## config.mk

```make
export PLATFORM = sky130hd
export DESIGN_NAME = fmmn_ctrl
export DESIGN_NICKNAME = d
export VERILOG_FILES = /design/src/hdl/fmmn_pkg.sv /design/src/hdl/fmmn_ctrl.sv
export SDC_FILE = /design/constraint.sdc
export NUM_CORES = 1
export LEC_CHECK = 0
export ABC_AREA = 1
export ABC_CLOCK_PERIOD_IN_PS = 1950
export BUFFER_PORTS_ARGS = -buffer_cell sky130_fd_sc_hd__buf_4
export CAP_MARGIN = 20
export CORE_AREA = 2 2 39 41
export CTS_CLUSTER_SIZE = 40
export DETAILED_ROUTE_END_ITERATION = 16
export DIE_AREA = 0 0 41 43
export SETUP_SLACK_MARGIN = 0.5
export SYNTH_ARGS = -nofsm -noshare
export SYNTH_HDL_FRONTEND = slang
export SYNTH_SLANG_ARGS = --single-unit
```

## constraint.sdc

```tcl
create_clock -name clk -period 1.95 [get_ports clk]
set_input_delay 0.195 -clock clk [delete_from_list [all_inputs] [get_ports clk]]
set_output_delay 0.195 -clock clk [all_outputs]
set_load 0.01 [all_outputs]
```

## src/hdl/fmmn_pkg.sv

```systemverilog
// ============================================================================
// fmmn_pkg
// Shared types and constants for the frame min-max normalizer.
// ============================================================================
package fmmn_pkg;

    // Width of the normalized result, unsigned Q0.16
    localparam int NORM_BITS    = 16;
    localparam int DIV_CNT_BITS = $clog2(NORM_BITS + 1);

    typedef enum logic
    {
        OP_LOAD  = 1'b0,
        OP_FETCH = 1'b1
    } opcode_t;

    // Controller to datapath
    typedef struct packed
    {
        logic load;       // store the incoming sample
        logic fetch;      // read the next stored sample, mark loading done
        logic capture;    // latch numerator and span
        logic div_start;  // launch the divider
        logic emit;       // write the result word and advance the frame
    } fmmn_cmd_t;

    // Datapath to controller
    typedef struct packed
    {
        logic empty;      // nothing stored in the frame
        logic div_busy;   // divider still iterating
        logic slot_free;  // output register can take a word this cycle
    } fmmn_status_t;

endpackage

```

## src/hdl/fmmn_ctrl.sv

```systemverilog
// ============================================================================
// fmmn_ctrl
// Sequencer: takes input words, steps a fetch through read, divide and emit.
// ============================================================================
module fmmn_ctrl
(
    input  logic                   clk,
    input  logic                   rst_n,
    input  logic                   valid,
    input  fmmn_pkg::opcode_t      opcode,
    output logic                   ready,
    input  fmmn_pkg::fmmn_status_t status,
    output fmmn_pkg::fmmn_cmd_t    cmd
);
    import fmmn_pkg::*;

    typedef enum logic [4:0]
    {
        ST_IDLE = 5'b00001,
        ST_READ = 5'b00010,
        ST_PREP = 5'b00100,
        ST_DIV  = 5'b01000,
        ST_EMIT = 5'b10000
    } state_t;

    state_t state_reg;
    state_t state_next;

    always_ff @(posedge clk or negedge rst_n)
    begin
        if (!rst_n)
        begin
            state_reg <= ST_IDLE;
        end
        else
        begin
            state_reg <= state_next;
        end
    end

    always_comb
    begin
        state_next = state_reg;
        cmd        = '0;
        ready      = 1'b0;
        case (state_reg)
            ST_IDLE:
            begin
                ready = 1'b1;
                if (valid)
                begin
                    if (opcode == OP_FETCH)
                    begin
                        if (status.empty)
                        begin
                            state_next = ST_EMIT;
                        end
                        else
                        begin
                            cmd.fetch  = 1'b1;
                            state_next = ST_READ;
                        end
                    end
                    else
                    begin
                        cmd.load = 1'b1;
                    end
                end
            end
            ST_READ:
            begin
                cmd.capture = 1'b1;
                state_next  = ST_PREP;
            end
            ST_PREP:
            begin
                cmd.div_start = 1'b1;
                state_next    = ST_DIV;
            end
            ST_DIV:
            begin
                if (!status.div_busy)
                begin
                    state_next = ST_EMIT;
                end
            end
            ST_EMIT:
            begin
                // hold until the result register frees up
                if (status.slot_free)
                begin
                    cmd.emit   = 1'b1;
                    state_next = ST_IDLE;
                end
            end
            default:
            begin
                state_next = ST_IDLE;
            end
        endcase
    end

endmodule

```

==> out/metrics.cfg <==
[run_status]
status = complete, no violations

[worst_setup_path]
cp_max_fo = 5
critPathLaunchType = flip-flop
path_class = reg2out
regToRegSetupSlack_ns = 0.71
r2r-start = state_reg[4]
reg2reg_to = state_reg[4]
reg2reg_depth = 5
crit_required_ns = 1.75
arrival_ns = 1.26
crit_path_end_kind = output pin

[placed_design]
port_buffers = 12
gp_congestion = 0.783
hpwlAfterDp_um = 558

[sta]
fin_crit_sh_pct = 74.4
finalHoldViolCount = 0
worst_slew_pin_slew_ns = 0.198
hold_slack_ns = 0.121
fmax_mhz = 690
tns_ns = 0
fin_skew_ns = 0.00471
maxSlewHeadroom_pct = 86.8
rsz0062_at_grt = true
finalSetupViolCount = 0
drv_slew = 0
post-route-min-period_ns = 1.45

[cts]
cts_sinks = 5
clk_latency_ns = 0.24
cts_tree = yes
clk_pin_slew_ns = 0.04
htreeDepth = 1
cts_buffer_depth = 2
numCtsBuffers = 3
root_buffer = clkbuf_4

[global_routing]
grt.overflow.total = 0
grt_start_max_net_pins = 7
grt_pass1_wl_um = 1300
globalRouteTotalUtil_pct = 11.2
antenna_found_initial = 0
grt_pass1_vias = 337

[floorplan]
rows = 14
die_h_um = 43
die_area_um2 = 1760
ios = 13
chipWidth_um = 41
core_area_um2 = 1380
start_util_pct = 25.8

[final_layout]
finalNetCount = 81
antenna_cells = 0
area_growth_pct = 63.5
drive_gt1_share_pct = 53.4
largest_reg_flops = 5

[synth]
synth_seq_area_share_pct = 35.4
synth_top_cell_by_area = dfrtp_1
ys_types = 16
syn_area_um2 = 357
synthTopCellsByCount = inv_1, nand2_1, nor2_1
synth_seq_cells = 5
synth_most_common_cell = inv_1
synth_edf_count = 0
yosys_warnings = 0
syn_area_per_cell_um2 = 7.28
syn_inst = 49
synth_area_leaders = dfrtp_1, inv_1, nand2_1
ys_async_sr_fraction_pct = 100
yosys.area.top_type_share_pct = 28.1
syn-num-nets = 56
synthFlopType = dfrtp_1

[drt]
route.detailed.drc = 0
first_pass_iters = 2
vias_per_cell = 4.11
dr.first_iter.drc_count = 3
drt-total-wl_um = 833
num_vias = 366
antenna_left = 0
wl_per_cell_um = 9.36

[power]
power_mw = 0.679
peakVddDrop_mv = 0.537
p_per_area_nw_per_um2 = 1160
p_leak_nw = 0.327

[worst_hold_path]
hold_start = status[2]
hold_path_depth = 2
hold_class = in2reg
min_to = state_reg[1]

[run]
cap_violations = 0

-- worst max-delay path by stage --
stage | start | slack [ns] | endpoint | cells past startpoint
final | state_reg[0] | 0.50 | cmd[4] | 5
after global routing | state_reg[2] | 0.43 | cmd[0] | 5
after CTS | state_reg[3] | 0.50 | cmd[0] | 5
after detailed placement | state_reg[2] | 0.69 | cmd[4] | 6
after global placement | state_reg[2] | 0.70 | cmd[4] | 6
after floorplan | state_reg[2] | 0.73 | cmd[4] | 5
-- metal layers --
metal	vias to the layer above	GRT usage, %	wire length [um]
li1	197	-	-
met1	163	13.0	331
met2	6	16.6	469
met3	0	1.57	32
met4	0	10.0	0
met5	-	0	0
-- cell usage in the layout, fill, tap and decap left out --
cell	instances
dlygate4sd3_1	1
clkbuf_4	3
nor2_1	6
nor2_4	2
nand2_1	8
nor3_4	1
nand3_2	2
nor3_1	2
nand4_1	2
clkbuf_1	1
buf_6	1
inv_2	2
dfstp_2	1
o21ai_0	1
o21bai_2	1
nand3_1	1
nor2_2	3
nand2_2	1
nand3_4	1
inv_1	10
dfrtp_1	2
o21ai_2	1
buf_4	18
dfrtp_2	2
-- logic make-up after synthesis --
| group | count (synthesis) | share of synthesized area [%] |
|---|---|---|
| AO/OA/AOI/OAI | 3 | 7.02 |
| flip-flops | 5 | 35.4 |
| AND/OR/NAND/NOR | 29 | 44.9 |
| buffers and inverters | 12 | 12.6 |
-- critical path, stage by stage (launching register included) --
cell and delay [ns]:
dfstp_2 0.61, nand3_4 0.09, inv_2 0.06, nand2_1 0.04
nor2_1 0.08, buf_4 0.12
-- area by class of cell --
cell class	count	area, um2
fillers	147	801
flip-flops and latches	5	129
inverters	12	45.0
multi-input cells	32	206
clock buffers	4	26.3
well taps	16	20.0
repair buffers	20	156
-- power by group --
part / switching, mW / total (mW) / internal (mW)
Clock: 0.0395 / 0.117 / 0.0772
Combinational: 0.175 / 0.365 / 0.190
Sequential: 0.0578 / 0.197 / 0.140
-- per-stage QoR --
| stage | cell area (um2) | util [%] | setup slack (ns) | instances |
|---|---|---|---|---|
| after floorplan | 357 | - | 0.730 | 49 |
| after global placement | 467 | 33.7 | 0.704 | 77 |
| after detailed placement | 467 | 33.7 | 0.692 | 77 |
| after CTS | 532 | 38.4 | 0.503 | 85 |
| after global routing | 583 | 42.1 | 0.427 | 89 |
| final | 583 | 42.1 | 0.500 | 89 |
-- timing repair --
item	in CTS	in global routing
hold buffers	1	0
setup buffers	3	4
pin swaps	2	4
setup endpoints to repair	2	5
endpoints found under the hold margin	5	0
resized for setup	2	8
Note: power is estimated with default switching activity, not from simulation.
